$ cat src/bounded_byte_stream_fifo_core_macros.svh
// Assertion macros for the bounded byte stream FIFO core.
// Expects clk and arst_n in the scope of each use.
`ifndef BOUNDED_BYTE_STREAM_FIFO_CORE_MACROS_SVH
`define BOUNDED_BYTE_STREAM_FIFO_CORE_MACROS_SVH

// same-cycle implication
`define BBSF_ASSERT_NOW(label, ante, cons, msg) \
	label: assert property (@(posedge clk) disable iff (!arst_n) (ante) |-> (cons)) \
		else $error(msg);

// next-cycle implication
`define BBSF_ASSERT_NEXT(label, ante, cons, msg) \
	label: assert property (@(posedge clk) disable iff (!arst_n) (ante) |=> (cons)) \
		else $error(msg);

`endif

$ cat src/bbsf_pkg.sv
// Shared types and constants for the bounded byte stream FIFO core.
// No dependencies; imported by the front, back and top modules and the testbench.
package bbsf_pkg;

	localparam int OP_W    = 3;
	localparam int BYTE_W  = 8;
	localparam int CNT_W   = 11;
	localparam int TOTAL_W = 32;

	localparam logic [OP_W-1:0] OP_WRITE  = 3'd0;
	localparam logic [OP_W-1:0] OP_READ   = 3'd1;
	localparam logic [OP_W-1:0] OP_PEEK   = 3'd2;
	localparam logic [OP_W-1:0] OP_POP    = 3'd3;
	localparam logic [OP_W-1:0] OP_END    = 3'd4;
	localparam logic [OP_W-1:0] OP_STATUS = 3'd5;

	localparam logic [CNT_W-1:0] CAPACITY_RESET = 11'd1024;

	localparam int CMD_QDEPTH = 2;
	localparam int RES_QDEPTH = 4;

	typedef enum logic [5:0] {
		KIND_WRITE  = 6'b000001,
		KIND_READ   = 6'b000010,
		KIND_PEEK   = 6'b000100,
		KIND_POP    = 6'b001000,
		KIND_END    = 6'b010000,
		KIND_STATUS = 6'b100000
	} kind_t;

	typedef struct packed {
		kind_t             kind;
		logic [BYTE_W-1:0] data_byte;
		logic [CNT_W-1:0]  count;
	} cmd_t;

	typedef struct packed {
		logic [BYTE_W-1:0]  out_byte;
		logic               byte_valid;
		logic               accepted;
		logic [CNT_W-1:0]   fill_level;
		logic [CNT_W-1:0]   room_left;
		logic               input_closed;
		logic               stream_done;
		logic [TOTAL_W-1:0] total_written;
		logic [TOTAL_W-1:0] total_read;
	} res_t;

endpackage

$ cat src/bbsf_queue.sv
// Small register queue used between the front and back and for results.
// Depends on nothing; a push while full and a pop while empty are ignored.
module bbsf_queue #(
	parameter int W      = 8,
	parameter int QDEPTH = 4
) (
	input  logic                         clk,
	input  logic                         arst_n,
	input  logic                         push,
	input  logic [W-1:0]                 din,
	input  logic                         pop,
	output logic [W-1:0]                 dout,
	output logic                         empty,
	output logic                         full,
	output logic [$clog2(QDEPTH+1)-1:0]  level
);

	localparam int PW = (QDEPTH > 1) ? $clog2(QDEPTH) : 1;
	localparam int LW = $clog2(QDEPTH+1);

	logic [W-1:0]  slot_q [QDEPTH];
	logic [PW-1:0] wptr_q;
	logic [PW-1:0] rptr_q;
	logic [LW-1:0] level_q;
	logic          do_push;
	logic          do_pop;

	assign empty   = (level_q == '0);
	assign full    = (level_q == LW'(QDEPTH));
	assign level   = level_q;
	assign dout    = slot_q[rptr_q];
	assign do_push = push && !full;
	assign do_pop  = pop && !empty;

	always_ff @(posedge clk or negedge arst_n) begin
		if (!arst_n) begin
			wptr_q  <= '0;
			rptr_q  <= '0;
			level_q <= '0;
		end else begin
			if (do_push) begin
				wptr_q <= (wptr_q == PW'(QDEPTH-1)) ? '0 : wptr_q + 1'b1;
			end
			if (do_pop) begin
				rptr_q <= (rptr_q == PW'(QDEPTH-1)) ? '0 : rptr_q + 1'b1;
			end
			if (do_push && !do_pop) begin
				level_q <= level_q + 1'b1;
			end else if (do_pop && !do_push) begin
				level_q <= level_q - 1'b1;
			end
		end
	end

	always_ff @(posedge clk) begin
		if (do_push) begin
			slot_q[wptr_q] <= din;
		end
	end

endmodule

$ cat src/bbsf_front.sv
// Front end: takes requests, classifies the operation code and queues commands.
// Depends on bbsf_pkg and bbsf_queue.
module bbsf_front import bbsf_pkg::*; (
	input  logic              clk,
	input  logic              arst_n,
	input  logic              push,
	output logic              full,
	input  logic [OP_W-1:0]   operation,
	input  logic [BYTE_W-1:0] data_byte,
	input  logic [CNT_W-1:0]  count,
	output logic              cmd_valid,
	input  logic              cmd_take,
	output cmd_t              cmd
);

	cmd_t                          cmd_d;
	logic [$bits(cmd_t)-1:0]       cmd_raw;
	logic                          cmd_empty;
	logic [$clog2(CMD_QDEPTH+1)-1:0] cmd_level;

	always_comb begin
		cmd_d.data_byte = data_byte;
		cmd_d.count     = count;
		case (operation)
			OP_WRITE: cmd_d.kind = KIND_WRITE;
			OP_READ:  cmd_d.kind = KIND_READ;
			OP_PEEK:  cmd_d.kind = KIND_PEEK;
			OP_POP:   cmd_d.kind = KIND_POP;
			OP_END:   cmd_d.kind = KIND_END;
			default:  cmd_d.kind = KIND_STATUS;
		endcase
	end

	bbsf_queue #(
		.W      ($bits(cmd_t)),
		.QDEPTH (CMD_QDEPTH)
	) u_cmd_q (
		.clk    (clk),
		.arst_n (arst_n),
		.push   (push),
		.din    (cmd_d),
		.pop    (cmd_take),
		.dout   (cmd_raw),
		.empty  (cmd_empty),
		.full   (full),
		.level  (cmd_level)
	);

	assign cmd       = cmd_t'(cmd_raw);
	assign cmd_valid = !cmd_empty && (cmd_level != '0);

endmodule

$ cat config.mk
export PLATFORM = sky130hd
export DESIGN_NAME = bbsf_front
export DESIGN_NICKNAME = d
export VERILOG_FILES = /design/src/bounded_byte_stream_fifo_core_macros.svh /design/src/bbsf_pkg.sv /design/src/bbsf_queue.sv /design/src/bbsf_front.sv
export SDC_FILE = /design/constraint.sdc
export NUM_CORES = 1
export LEC_CHECK = 0
export ABC_AREA = 1
export BUFFER_PORTS_ARGS = -buffer_cell sky130_fd_sc_hd__buf_4
export CORE_UTILIZATION = 50
export DETAILED_ROUTE_END_ITERATION = 8
export GPL_TIMING_DRIVEN = 1
export PLACE_DENSITY_LB_ADDON = 0.1
export SETUP_SLACK_MARGIN = 0.5
export SLEW_MARGIN = 15
export SYNTH_ARGS = -nofsm -noshare
export SYNTH_HDL_FRONTEND = slang
export SYNTH_SLANG_ARGS = --single-unit
$ cat constraint.sdc
create_clock -name clk -period 3.32 [get_ports clk]
set_clock_uncertainty 0.1 [all_clocks]
set_input_delay 0 -clock clk [delete_from_list [all_inputs] [get_ports clk]]
set_output_delay 0 -clock clk [all_outputs]
set_load 0.01 [all_outputs]
## After elaboration in Yosys (flattened, before gate mapping)

Memories as Yosys holds them, arrays and structs flattened.
Cells that the tools add are included.
W data, S select, Z words.

| operators by class | value |
|---|---|
| $add $sub $neg | 4 |
| equal/unequal tests | 5 |
| mux-type cells | 7 |
| reductions and logical operators | 13 |

Operators by type and width:

| cell | number |
|---|---|
| $pmux W6 S5 | 1 |
| $eq A3 B2 Y1 const B | 2 |
| $logic_and A1 B1 Y1 | 5 |
| $logic_not A1 Y1 | 4 |
| $mux W1 | 4 |
| $mux W2 | 2 |
| $reduce_bool A2 Y1 | 2 |
| $eq A3 B1 Y1 const B | 1 |
| $eq A3 B3 Y1 const B | 1 |
| $logic_not A3 Y1 | 1 |
| $add A1 B1 Y1 const B | 2 |
| $add A2 B1 Y2 const B | 1 |
| $eq A2 B2 Y1 const B | 1 |
| $logic_not A2 Y1 | 1 |
| $sub A2 B1 Y2 const B | 1 |

| word-level totals | value |
|---|---|
| register bits after elaboration | 4 |
| bits in writable memories | 50 |
| input bits | 26 |
| output and inout port bits | 27 |
| logic and storage cells | 33 |
| memories kept | 1 |

Memories:

| memory | words | width | read ports | clocked after Yosys merged registers in | write ports | RTL line | source |
|---|---|---|---|---|---|---|---|
| u_cmd_q.slot_q | 2 | 25 | 1 | 0 | 1 | bbsf_queue.sv:21 | `logic [W-1:0] slot_q [QDEPTH];` |

## Depth between registers and ports, before layout

Gate-level depths: netlist (run 1).

| logic depth | value |
|---|---|
| word-level depth | 7 |
| mapped depth | 9 |
| mapped depth without buffers | 9 |

## Cells and area by module

Synthesis (run 1) repeated with hierarchy kept, for this count alone.

| second synthesis, totals | value |
|---|---|
| cells, all modules | 177 |
| area total of the unflattened synthesis | 2115.8 µm² |

Modules (own cells, without submodules):

| module | times used | cells an instance | area each (µm²) | seq. area each (µm²) |
|---|---|---|---|---|
| bbsf_queue | 1 | 162 | 2057.0 | 1601.5 |
| bbsf_front | 1 | 15 | 58.8 | 0.0 |

## Worst setup path before layout (run 1)

No wires, ideal clock.

| timing | value |
|---|---|
| path type | register -> register |
| from | reg u_cmd_q.level_q[1] (netlist: u_cmd_q.level[1]) |
| to | mem u_cmd_q.slot_q[1][0] in the netlist's numbering, enable pin |
| library setup time | 0.407 ns |
| arrival | 1.660 ns |
| required time | 2.813 ns |
| path slack | 1.153 ns |
| cell stages (with the launch flop) | 4 |
| buffers on the path | 0 |
| period minus slack after synthesis | 2.167 ns |
| cell sequence | dfrtp_1 -> inv_1 -> o21ai_0 -> nor2_1 |

| on the way | value |
|---|---|
| longest elaborated chain between the ends | 5 |

RTL lines:

| what | RTL line | source |
|---|---|---|
| start, declared | bbsf_queue.sv:24 | `logic [LW-1:0] level_q;` |
| start signal, assigned | bbsf_queue.sv:48 | `level_q <= level_q + 1'b1;` |
| start signal, assigned | bbsf_queue.sv:50 | `level_q <= level_q - 1'b1;` |
| $eq A2 B2 Y1 | bbsf_queue.sv:29 | `assign full = (level_q == LW'(QDEPTH));` |
| $logic_not A1 Y1 | bbsf_queue.sv:32 | `assign do_push = push && !full;` |
| $logic_and A1 B1 Y1 | bbsf_queue.sv:32 |  |
| $mux W1 | bbsf_queue.sv:56 | `if (do_push) begin` |
| $mux W1 (not written as such) | bbsf_queue.sv:57 | `slot_q[wptr_q] <= din;` |
| end, declared | bbsf_queue.sv:21 |  |

Every way passes these cells.

## Final worst setup path (run 1)

| timing | value |
|---|---|
| from | reg u_cmd_q.level_q[1] (netlist: u_cmd_q.level[1]) |
| to | mem u_cmd_q.slot_q[0][20] in the netlist's numbering, enable pin |

| on the way | value |
|---|---|
| longest elaborated chain between the ends | 5 |

RTL lines:

| what | RTL line | source |
|---|---|---|
| $eq A2 B2 Y1 | bbsf_queue.sv:29 |  |
| $logic_not A1 Y1 | bbsf_queue.sv:32 |  |
| $logic_and A1 B1 Y1 | bbsf_queue.sv:32 |  |
| named net u_cmd_q.do_push | bbsf_queue.sv:25 | `logic do_push;` |
| $mux W1 | bbsf_queue.sv:56 |  |
| $mux W1 (not written as such) | bbsf_queue.sv:57 |  |

The timed path passes the listed nets, and every way through them passes these cells.

==> results by group, run 1 <==
STA
  – Final setup fails: 0
  – Fin worst setup slack: 1374 ps
  – Fmax: between 500 and 600 MHz
  – Minimum clock period: 1946 ps
  – RSZ-0062 raised after global routing: no
  – Actual slew at the worst max-slew pin: 980.5 ps
  – Setup TNS Final: 0 ps
  – Max Slew Vio Count: 0
  – Slew HR: 0.3456
  – Final-report hold violation count: 0
  – Period utilization: 0.5861
  – Final Hold Slack: 323.0 ps

Synthesis
  – Distinct cells, synth: 18
  – Syn. warnings: 0
  – Synth cell count leaders: 83 x nand2_1, 50 x edfxtp_1, 10 x inv_1, 5 x nor2_1, 4 x dfrtp_1
  – Simple-gate share of the synthesized area: 0.1875
  – Synth area leaders: edfxtp_1 71%, nand2_1 15%, dfrtp_1 4.7%
  – Post-synth top area cell: edfxtp_1
  – Synth Cell Area: about 0.0021 mm2
  – Compound-Gate Fraction of Synth Area: 0.002358
  – Post-Syn Nets: 200
  – Avg Cell Area, Syn: 12.27 um2
  – Count leader, synth: nand2_1
  – EDFF count, synth: 50
  – Post-synth ARST share: 0.07407
  – Adder-cell share of the synthesized area: 0.005896
  – Post-Synth XOR/XNOR Area: 0.004127
  – Mux cell area share after synthesis: 0
  – Main flop type after synthesis: edfxtp_1
  – Synth top area share: 0.7075
  – #FFs+latches synth: 54
  – Sequential share of the synthesized area: 0.7547
  – Main combinational cell family by area after synthesis: simple AND/OR/NAND/NOR gates
  – Syn Inst Count: 173

Route
  – DRT iter0 DRCs: slightly below 90
  – Antenna viol nets, final: 0
  – Routed vias/inst: approximately 4.7
  – WL per Instance: 12.86 um
  – # DRC: 0
  – Detailed Route WL: 3947 um
  – DRT Pass-1 Iters: 4
  – DR vias: 1434

Finish
  – Ant diodes: 0
  – Fillers: approximately 290
  – Non-filler cells, final: 307
  – Finished Core Util: 0.7267
  – Share of cells above drive strength 1: 0.2724
  – Area grow syn2layout: 37.97%
  – Design area: 0.002928 mm2
  – Nets@finish: roughly 280

Floorplan
  – Die area: 0.004508 mm2
  – Initial core utilization: 0.5267
  – Chip width: approximately 67 um
  – Die Height: approximately 67 um
  – Placeable Area: 0.004029 mm2
  – Rows: 23
  – Number of I/O pins: 53

Critical path
  – Crit-path cells: inv_1 > nor2_2 > nor2_4 > nand2_2 > inv_1
  – CP arrival: between 1500 and 2000 ps
  – Critical path's top delay family: buffers and inverters
  – Worst R2R End: u_cmd_q.slot_q[0][20]
  – Critical path buffer and inverter count: 2
  – Reg2reg path depth: 5
  – Worst setup EP type: flip-flop
  – R2R Setup Slk: between 1000 and 1500 ps
  – Crit-path max cell delay: 710 ps
  – Crit path max-delay cell type: inv_1
  – R2R Path Start: u_cmd_q.level[1]
  – CP Class: reg -> reg
  – Startpoint types: flip-flop
  – Worst Setup EP: u_cmd_q.slot_q[0][20]
  – Crit path max fanout: 25
  – Critical path's most frequent cell: inv_1
  – CP Launch Point: u_cmd_q.level[1]
  – CP Depth: 5
  – Req. time, crit path: 3150 ps

Place
  – GPL Wtd Cong: 0.7922
  – Worst slack, placed: between 1000 and 1500 ps
  – Post-DP HPWL: 2504 um
  – DP Cell Count: 272
  – Port buffer count: 52
  – Area post-placement: 0.002544 mm2

CTS
  – CTS max path bufs: 2
  – H-tree levels: 2
  – Setup bufs post-CTS: 0
  – CTS tree: yes
  – Worst-Skew Late Latency: 300 ps
  – Root Buffer: clkbuf_8
  – Clock-pin slew on the worst setup and hold paths: about 90 ps
  – CTS resizes: 0
  – Clock Sinks: 54
  – Total CTS buffers: 5

Hold path
  – Hold depth: 2
  – Hold Path Class: in -> reg

Pwr
  – Leak: 1.287 nW
  – Max IR drop VDD: 0.0004966 V
  – Power per cell area: 783.4 mW/mm2
  – Tot Pwr: 2.294 mW

GRT
  – First-pass GRT wire length: roughly 6300 um
  – Vias in the first global route: 1425
  – Total track usage: 0.1945
  – Largest net degree at the start of global routing: 27
  – Grt total ovfl: 0
  – Antenna violations before repair: 0

Status
  – Status: completed

Flow run
  – Max-cap viol count: 0
## final cells by class
class                      instances  area, um2  area share
sequential                        54       1602      0.5470
clock buffer                       5      68.82     0.02350
clock inverter                     3      45.04     0.01538
timing repair buffer              81      675.6      0.2308
tap                               50      62.56     0.02137
inverter                          12      47.55     0.01624
multi-input combinational        102      426.7      0.1457
## layout by cell type, fill, tap and decap left out
master,n
xnor2_1,1
edfxtp_1,50
nand3_1,2
inv_4,1
nor3_1,3
bufinv_16,1
nor2_2,2
inv_2,1
nand2_1,83
dlygate4sd3_1,27
buf_4,54
clkinvlp_4,2
dfrtp_1,4
nand2_2,3
ha_1,1
nand4_1,1
nor2_4,1
nor2_1,4
clkbuf_8,5
inv_1,10
o21ai_0,1
## what timing repair did
action / 4_1_cts / 5_1_grt
endpoints found under the hold margin: 56 / 0
endpoints found under the setup margin: 0 / 0
hold buffers: 27 / 0
## metal layers
metal  vias to the layer above  share of wire  track usage  wire (um)
li1                        731              -            -          -
met1                       664           0.42       0.2252       1650
met2                        34           0.53       0.3525       2087
met3                         5          0.040      0.04054        159
met4                         0          0.012      0.07181         49
met5                         -              0            0          0
## cell families (layout without fill, tap and decap cells)
logic type      Yosys count  in the layout
compound gates            1              1
fa+ha+maj                 1              1
xor+xnor                  1              1
simple gates             99             99
buf+inv                  17            101
flops                    54             54
## worst min-delay path by stage
stage / start / to / slack, ps
3_3_place_gp: arst_n / u_cmd_q.level[0] / -300
4_1_cts: count[4] / u_cmd_q.slot_q[1][4] / 310
3_5_place_dp: arst_n / u_cmd_q.level[1] / -300
2_1_floorplan: arst_n / u_cmd_q.level[0] / -400
6_report: count[4] / u_cmd_q.slot_q[1][4] / 320
5_1_grt: count[4] / u_cmd_q.slot_q[1][4] / 320
## report_power, final
group / switching [mW] / internal, mW / total (mW)
Sequential: 0.0743 / 0.935 / 1.01
Clock: 0.206 / 0.224 / 0.431
Combinational: 0.489 / 0.365 / 0.854
Total: 0.769 / 1.52 / 2.29
## registers in the layout (all words and copies together), names as in the netlist
| signal | count |
|---|---|
| u_cmd_q.level | 2 |
| u_cmd_q.rptr_q | 1 |
| u_cmd_q.slot_q | 50 |
| u_cmd_q.wptr_q | 1 |
(Power assumes the default switching activity.)
==> run 2, diff against run 1 <==
--- a/config.mk
+++ b/config.mk
@@ -7,7 +7,7 @@
 export LEC_CHECK = 0
 export ABC_AREA = 1
 export BUFFER_PORTS_ARGS = -buffer_cell sky130_fd_sc_hd__buf_4
-export CORE_UTILIZATION = 50
+export CORE_UTILIZATION = 47
 export DETAILED_ROUTE_END_ITERATION = 8
 export GPL_TIMING_DRIVEN = 1
 export PLACE_DENSITY_LB_ADDON = 0.1
==> constraint.sdc (replaced) <==
create_clock -name clk -period 1.6 [get_ports clk]
set_clock_uncertainty 0.1 [all_clocks]
set_input_delay 0 -clock clk [delete_from_list [all_inputs] [get_ports clk]]
set_output_delay 0 -clock clk [all_outputs]
set_load 0.01 [all_outputs]
==> run 2 against run 1 <==
Net effect: the flow now finishes with violations (hold timing); hold slack got worse by 350 ps; combinational power grew to 3.8 times the previous value; critical endpoint is now u_cmd_q.slot_q[0][9]; sequential power up 110%; register-to-register slack got worse by 1200 ps; largest power group is now combinational logic; non-clock buffer count rose by 14; global-route usage increased by 0.15 points.
==> results by group, run 2 (synthesized netlist as in run 1, its figures left out) <==
Status
  – Status: finished with violations
  – Failing checks: hold timing

Floorplan
  – Rows: 24 (+4.3%)
  – Initial core utilization: 0.4874 (-0.03935)
  – Die Height: 69.20 um (+3.1%)
  – Number of I/O pins: 53 (unchanged)
  – Placeable Area: 0.004354 mm2 (+8.1%)
  – Chip width: 69.20 um (+3.1%)
  – Die area: 0.004788 mm2 (+6.2%)

Finish
  – Largest register FFs: 50 (unchanged)
  – Nets@finish: 298 (+5.3%)
  – Area grow syn2layout: 65.80%
  – Commonest non-fill, non-tap cell in the layout: edfxtp_1
  – Share of cells above drive strength 1: 0.5203 (+0.2479)
  – Largest register by flop count: u_cmd_q.slot_q
  – Most frequent cells in the layout: 50 x edfxtp_1, 33 x nand2_1, 33 x buf_4
  – Ant diodes: 0 (unchanged)
  – Design area: 0.003518 mm2 (+20%)
  – Finished Core Util: 0.8080 (+0.08134)

Critical path
  – Crit-path cells: inv_2 > nor2_4 > nor2_4 > nand2_2 > clkinvlp_4 > buf_12
  – CP arrival: 1350 ps (-420 ps)
  – R2R Setup Slk: 160 ps (-1210 ps)
  – Crit path max-delay cell type: dfrtp_1
  – Reg2reg path depth: 6 (+1)
  – CP Class: reg -> reg
  – Worst setup EP type: flip-flop
  – Crit-path max cell delay: 400 ps (-310 ps)
  – Critical path's most frequent cell: nor2_4
  – Crit path max fanout: 15 (-40%)
  – Req. time, crit path: 1510 ps (-1640 ps)
  – Startpoint types: flip-flop

Hold path
  – Hold Path Class: in -> reg
  – Hold depth: 4 (+2)

STA
  – Actual slew at the worst max-slew pin: 290.7 ps (-689.8 ps)
  – Minimum clock period: 1440 ps (-506.1 ps)
  – Period utilization: 0.8998 (+0.3137)
  – Final-report hold violation count: 1 (+1)
  – Slew HR: 0.8049 (+0.4593)
  – Setup TNS Final: 0 ps (unchanged)
  – Final setup fails: 0 (unchanged)
  – Max Slew Vio Count: 0 (unchanged)
  – Fmax: 694.6 MHz (+35%)
  – RSZ-0062 raised after global routing: yes
  – Final Hold Slack: -25.97 ps (-349.0 ps)

CTS
  – Clock-pin slew on the worst setup and hold paths: 80 ps (about the same)
  – CTS tree: yes
  – Worst-Skew Late Latency: 290 ps (about the same)
  – Clock Sinks: 54 (unchanged)
  – Total CTS buffers: 5 (unchanged)
  – Hold buffers post-CTS: 25 (-7.4%)
  – Root Buffer: clkbuf_8
  – CTS max path bufs: 2 (unchanged)
  – H-tree levels: 2 (unchanged)

Route
  – Routed vias/inst: 4.858 (+4.0%)
  – WL per Instance: 14.50 um (+13%)
  – # DRC: 0 (unchanged)
  – DR vias: 1569 (+9.4%)
  – DRT Pass-1 Iters: 4 (unchanged)
  – DRT iter0 DRCs: 91 (+2.2%)
  – Detailed Route WL: 4682 um (+19%)
  – Antenna viol nets, final: 0 (unchanged)

Pwr
  – Power per cell area: 1758 mW/mm2 (+120%)
  – Leak: 1.541 nW (+20%)
  – Max IR drop VDD: 0.0009761 V (+97%)

GRT
  – Antenna violations before repair: 0 (unchanged)
  – Largest net degree at the start of global routing: 26 (-3.7%)
  – Vias in the first global route: 1624 (+14%)
  – Total track usage: 0.1960 (+0.001500)
  – First-pass GRT wire length: 7231 um (+14%)
  – Grt total ovfl: 0 (unchanged)

Place
  – Post-DP HPWL: 2544 um (+1.6%)
  – Port buffer count: 52 (unchanged)
  – Area post-placement: 0.002609 mm2 (+2.6%)
  – GPL Wtd Cong: 0.7210 (-9.0%)

Flow run
  – Max-cap viol count: 0 (unchanged)
[run 2: cell count changes in the layout (fill, tap and decap cells not counted), sizes merged]
cell and delta:
buf +15, clkbuf +1, clkinv +2, clkinvlp -1, dlygate4sd3 -2, inv -1
[run 2: area by class of cell]
| cell class | count | area [um2] |
|---|---|---|
| repair buffers | 95 | 979.7 |
| inverters | 12 | 61.31 |
| multi-input cells | 102 | 689.4 |
| repair inverters | 1 | 16.27 |
| flip-flops and latches | 54 | 1604 |
| fillers | 250 | 835.8 |
| clock buffers | 5 | 68.82 |
| clock inverters | 2 | 33.78 |
| well taps | 52 | 65.06 |
[run 2: metrics by stage]
stage | instances | total power [mW] | setup WS, ps
6_report | 323 | 6.186 | 160.4
4_1_cts | 321 | 5.829 | 186.3
3_3_place_gp | 277 | 3.941 | 231.0
2_1_floorplan | 173 | 3.158 | 97.69
5_1_grt | 323 | 6.499 | 100.2
3_5_place_dp | 277 | 4.006 | 167.1
[run 2: layer usage]
metal / vias to the layer above / GRT usage / routed length [um]
met5: - / 0 / 0
met1: 756 / 0.2402 / 1893
li1: 762 / - / -
met2: 43 / 0.3452 / 2539
met4: 0 / 0.07937 / 48
met3: 8 / 0.03198 / 201
[run 2: what timing repair did]
| action | 4_1_cts | 5_1_grt |
|---|---|---|
| endpoints found under the hold margin | 54 | 1 |
| gates resized for setup | 91 | 30 |
| cloned | 2 | 2 |
| endpoints found under the setup margin | 80 | 81 |
| pin swaps | 26 | 2 |
| setup buffers | 10 | 0 |
[run 2: power breakdown]
part	internal (mW)	leakage, nW	switching (mW)
registers	1.95	0.514	0.166
logic	1.62	0.975	1.60
clock network	0.453	0.0517	0.401
[run 2: worst paths after layout]
| check | startpoint | endpoint |
|---|---|---|
| worst max-delay path | u_cmd_q.level[1] | u_cmd_q.slot_q[0][9] |
| worst min-delay path | push | u_cmd_q.wptr_q |
| worst max register to register | u_cmd_q.level[1] | u_cmd_q.slot_q[0][9] |
| worst min register to register | u_cmd_q.wptr_q | u_cmd_q.wptr_q |
| max in group asynchronous | arst_n | u_cmd_q.level[0] |
| min in group asynchronous | arst_n | u_cmd_q.rptr_q |
[run 2: critical path, delay by kind of cell (launching register included)]
family / cells / cell delay [ps]
buf+inv: 3 / 370
flops: 1 / 400
simple gates: 3 / 290
==> run 3, diff against run 2 <==
--- a/config.mk
+++ b/config.mk
@@ -7,7 +7,7 @@
 export LEC_CHECK = 0
 export ABC_AREA = 1
 export BUFFER_PORTS_ARGS = -buffer_cell sky130_fd_sc_hd__buf_4
-export CORE_UTILIZATION = 47
+export CORE_UTILIZATION = 30
 export DETAILED_ROUTE_END_ITERATION = 8
 export GPL_TIMING_DRIVEN = 1
 export PLACE_DENSITY_LB_ADDON = 0.1
==> run 3 against run 2 <==
Net effect: the flow still finishes with violations (hold timing); via count shrank 3.1%; cell count grew 16%; non-clock buffer count grew 5; register-to-register slack about the same; total power is 4.1% lower; die area rose by 55%; critical endpoint is now u_cmd_q.slot_q[0][15]; wire length up 0.19%; core utilization shrank 30 points; sequential cell count unchanged.
==> results by group, run 3 (synthesized netlist as in run 1, its figures left out) <==
GRT
  – Largest net degree at the start of global routing: 22 (-15%)
  – Total track usage: 0.1228 (-0.07328)
  – Grt total ovfl: 0 (unchanged)
  – Vias in the first global route: 1453 (-11%)
  – First-pass GRT wire length: 6748 um (-6.7%)
  – Antenna violations before repair: 0 (unchanged)

STA
  – Fin worst setup slack: 152.3 ps (-8.044 ps)
  – Minimum clock period: 1448 ps (+8.044 ps)
  – Max Slew Vio Count: 0 (unchanged)
  – Final Hold Slack: -100.0 ps (-74.02 ps)
  – Final setup fails: 0 (unchanged)
  – Slew HR: 0.8367 (+0.03177)
  – Actual slew at the worst max-slew pin: 243.1 ps (-47.58 ps)
  – Fmax: 690.8 MHz (-0.56%)
  – Period utilization: 0.9048 (+0.005028)
  – Setup TNS Final: 0 ps (unchanged)
  – RSZ-0062 raised after global routing: yes
  – Final-report hold violation count: 1 (unchanged)

Floorplan
  – Die area: 0.007414 mm2 (+55%)
  – Die Height: 86.11 um (+24%)
  – Placeable Area: 0.006832 mm2 (+57%)
  – Chip width: 86.11 um (+24%)
  – Initial core utilization: 0.3106 (-0.1767)
  – Rows: 30 (+25%)
  – Number of I/O pins: 53 (unchanged)

CTS
  – CTS tree: yes
  – Hold buffers post-CTS: 25 (unchanged)
  – Clock-pin slew on the worst setup and hold paths: 90 ps (about the same)
  – Worst-Skew Late Latency: 300 ps (about the same)
  – CTS max path bufs: 2 (unchanged)
  – Total CTS buffers: 5 (unchanged)
  – Root Buffer: clkbuf_8
  – Clock Sinks: 54 (unchanged)
  – H-tree levels: 2 (unchanged)

Finish
  – Design area: 0.003485 mm2 (-0.96%)
  – Area grow syn2layout: 64.21%
  – Most frequent cells in the layout: 57 x nand2_1, 50 x edfxtp_1, 46 x buf_4
  – Nets@finish: 304 (+2.0%)
  – Finished Core Util: 0.5101 (-0.2980)
  – Commonest non-fill, non-tap cell in the layout: nand2_1
  – Share of cells above drive strength 1: 0.4496 (-0.07065)
  – Ant diodes: 0 (unchanged)
  – Largest register by flop count: u_cmd_q.slot_q
  – Largest register FFs: 50 (unchanged)
  – Fillers: 612 (+140%)

Pwr
  – Sw Share: 0.3436 (-0.007265)
  – Internal cell power: 3.894 mW (-3.0%)
  – Comb pwr share: 0.497 (-0.024)
  – Flop pwr share: 0.355 (+0.014)
  – Power per cell area: 1702 mW/mm2 (-3.2%)
  – Sw Pwr: 2.038 mW (-6.1%)
  – Max IR drop VDD: 0.0008039 V (-18%)
  – Leak: 1.499 nW (-2.7%)
  – Power share of the clock group: 0.149 (+0.011)

Critical path
  – CP arrival: 1360 ps (about the same)
  – R2R Path Start: u_cmd_q.level[1]
  – Req. time, crit path: 1520 ps (about the same)
  – Startpoint types: flip-flop
  – Worst setup EP type: flip-flop
  – Crit path max fanout: 15 (unchanged)
  – CP Launch Point: u_cmd_q.level[1]
  – CP Class: reg -> reg

Route
  – DRT Pass-1 Iters: 4 (unchanged)
  – DR vias: 1521 (-3.1%)
  – Detailed Route WL: 4691 um (+0.19%)
  – Antenna viol nets, final: 0 (unchanged)
  – WL per Instance: 12.54 um (-13%)
  – # DRC: 0 (unchanged)
  – Routed vias/inst: 4.067 (-16%)
  – DRT iter0 DRCs: 47 (-48%)

Place
  – Area post-placement: 0.002671 mm2 (+2.4%)
  – Post-DP HPWL: 2503 um (-1.6%)
  – GPL Wtd Cong: 0.7257 (+0.65%)
  – Port buffer count: 52 (unchanged)
  – Worst slack, placed: 198.0 ps (+30.90 ps)

Status
  – Failing checks: hold timing
  – Status: finished with violations

Hold path
  – Hold Path Class: in -> reg
  – Hold Startpoint: push

Flow run
  – Max-cap viol count: 0 (unchanged)
run 3: changes by cell type in the layout (fill, tap and decap cells not counted), sizes merged:
cell    change
buf         +3
clkbuf      +2
clkinv      +2
run 3: area by class of cell:
cell class | count | area [um2] | area share
Inverter | 12 | 56.30 | 0.01616
Clock buffer | 5 | 68.82 | 0.01975
Timing Repair inverter | 2 | 27.53 | 0.007899
Multi-Input combinational cell | 102 | 575.6 | 0.1652
Clock inverter | 3 | 40.04 | 0.01149
Sequential cell | 54 | 1604 | 0.4603
Timing Repair Buffer | 100 | 992.2 | 0.2847
Tap cell | 96 | 120.1 | 0.03447
run 3: routing by layer:
| metal | global-route usage | vias up | part of all wire |
|---|---|---|---|
| li1 | - | 774 | - |
| met1 | 0.1512 | 691 | 0.42 |
| met2 | 0.2035 | 48 | 0.51 |
| met3 | 0.03465 | 8 | 0.044 |
| met4 | 0.05000 | 0 | 0.021 |
| met5 | 0 | - | 0 |
run 3: per-stage QoR:
step,power [mW],cells
after floorplan,3.158,173
after global placement,4.034,322
after detailed placement,4.036,322
after CTS,5.132,360
after global routing,6.313,374
final,5.932,374
run 3: final timing paths:
kind / to / slack, ps / depth (start not counted)
setup / recovery: u_cmd_q.slot_q[0][15] / 150 / 6
hold / removal: u_cmd_q.wptr_q / -100 / 4
setup reg to reg: u_cmd_q.slot_q[0][15] / 150 / 6
hold reg to reg: u_cmd_q.wptr_q / 390 / 2
max in group asynchronous: u_cmd_q.rptr_q / 700 / 3
min in group asynchronous: u_cmd_q.level[1] / 510 / 3
run 3: worst max-delay path: stages, from the launching register on:
cell and delay [ps]:
dfrtp_1 420, inv_4 100, nor2_4 50, nor2_4 130, nand2_2 90, clkinvlp_4 110, buf_12 150
run 3: repair_timing:
item / CTS / global route
gates resized for setup: 8 / 66
endpoints found under the hold margin: 54 / 1
endpoints found under the setup margin: 79 / 79
pin swaps: 0 / 13
gates cloned: 1 / 5
setup buffers: 4 / 9
run 3: power by group through the flow:
| stage | clock network, mW | registers [mW] | logic, mW |
|---|---|---|---|
| final | 0.882 | 2.10 | 2.95 |
| after global routing | 0.967 | 2.13 | 3.21 |
| after CTS | 0.909 | 2.06 | 2.16 |
| after detailed placement | 0 | 2.08 | 1.96 |
| after global placement | 0 | 2.07 | 1.96 |
| after floorplan | 0 | 2.06 | 1.10 |
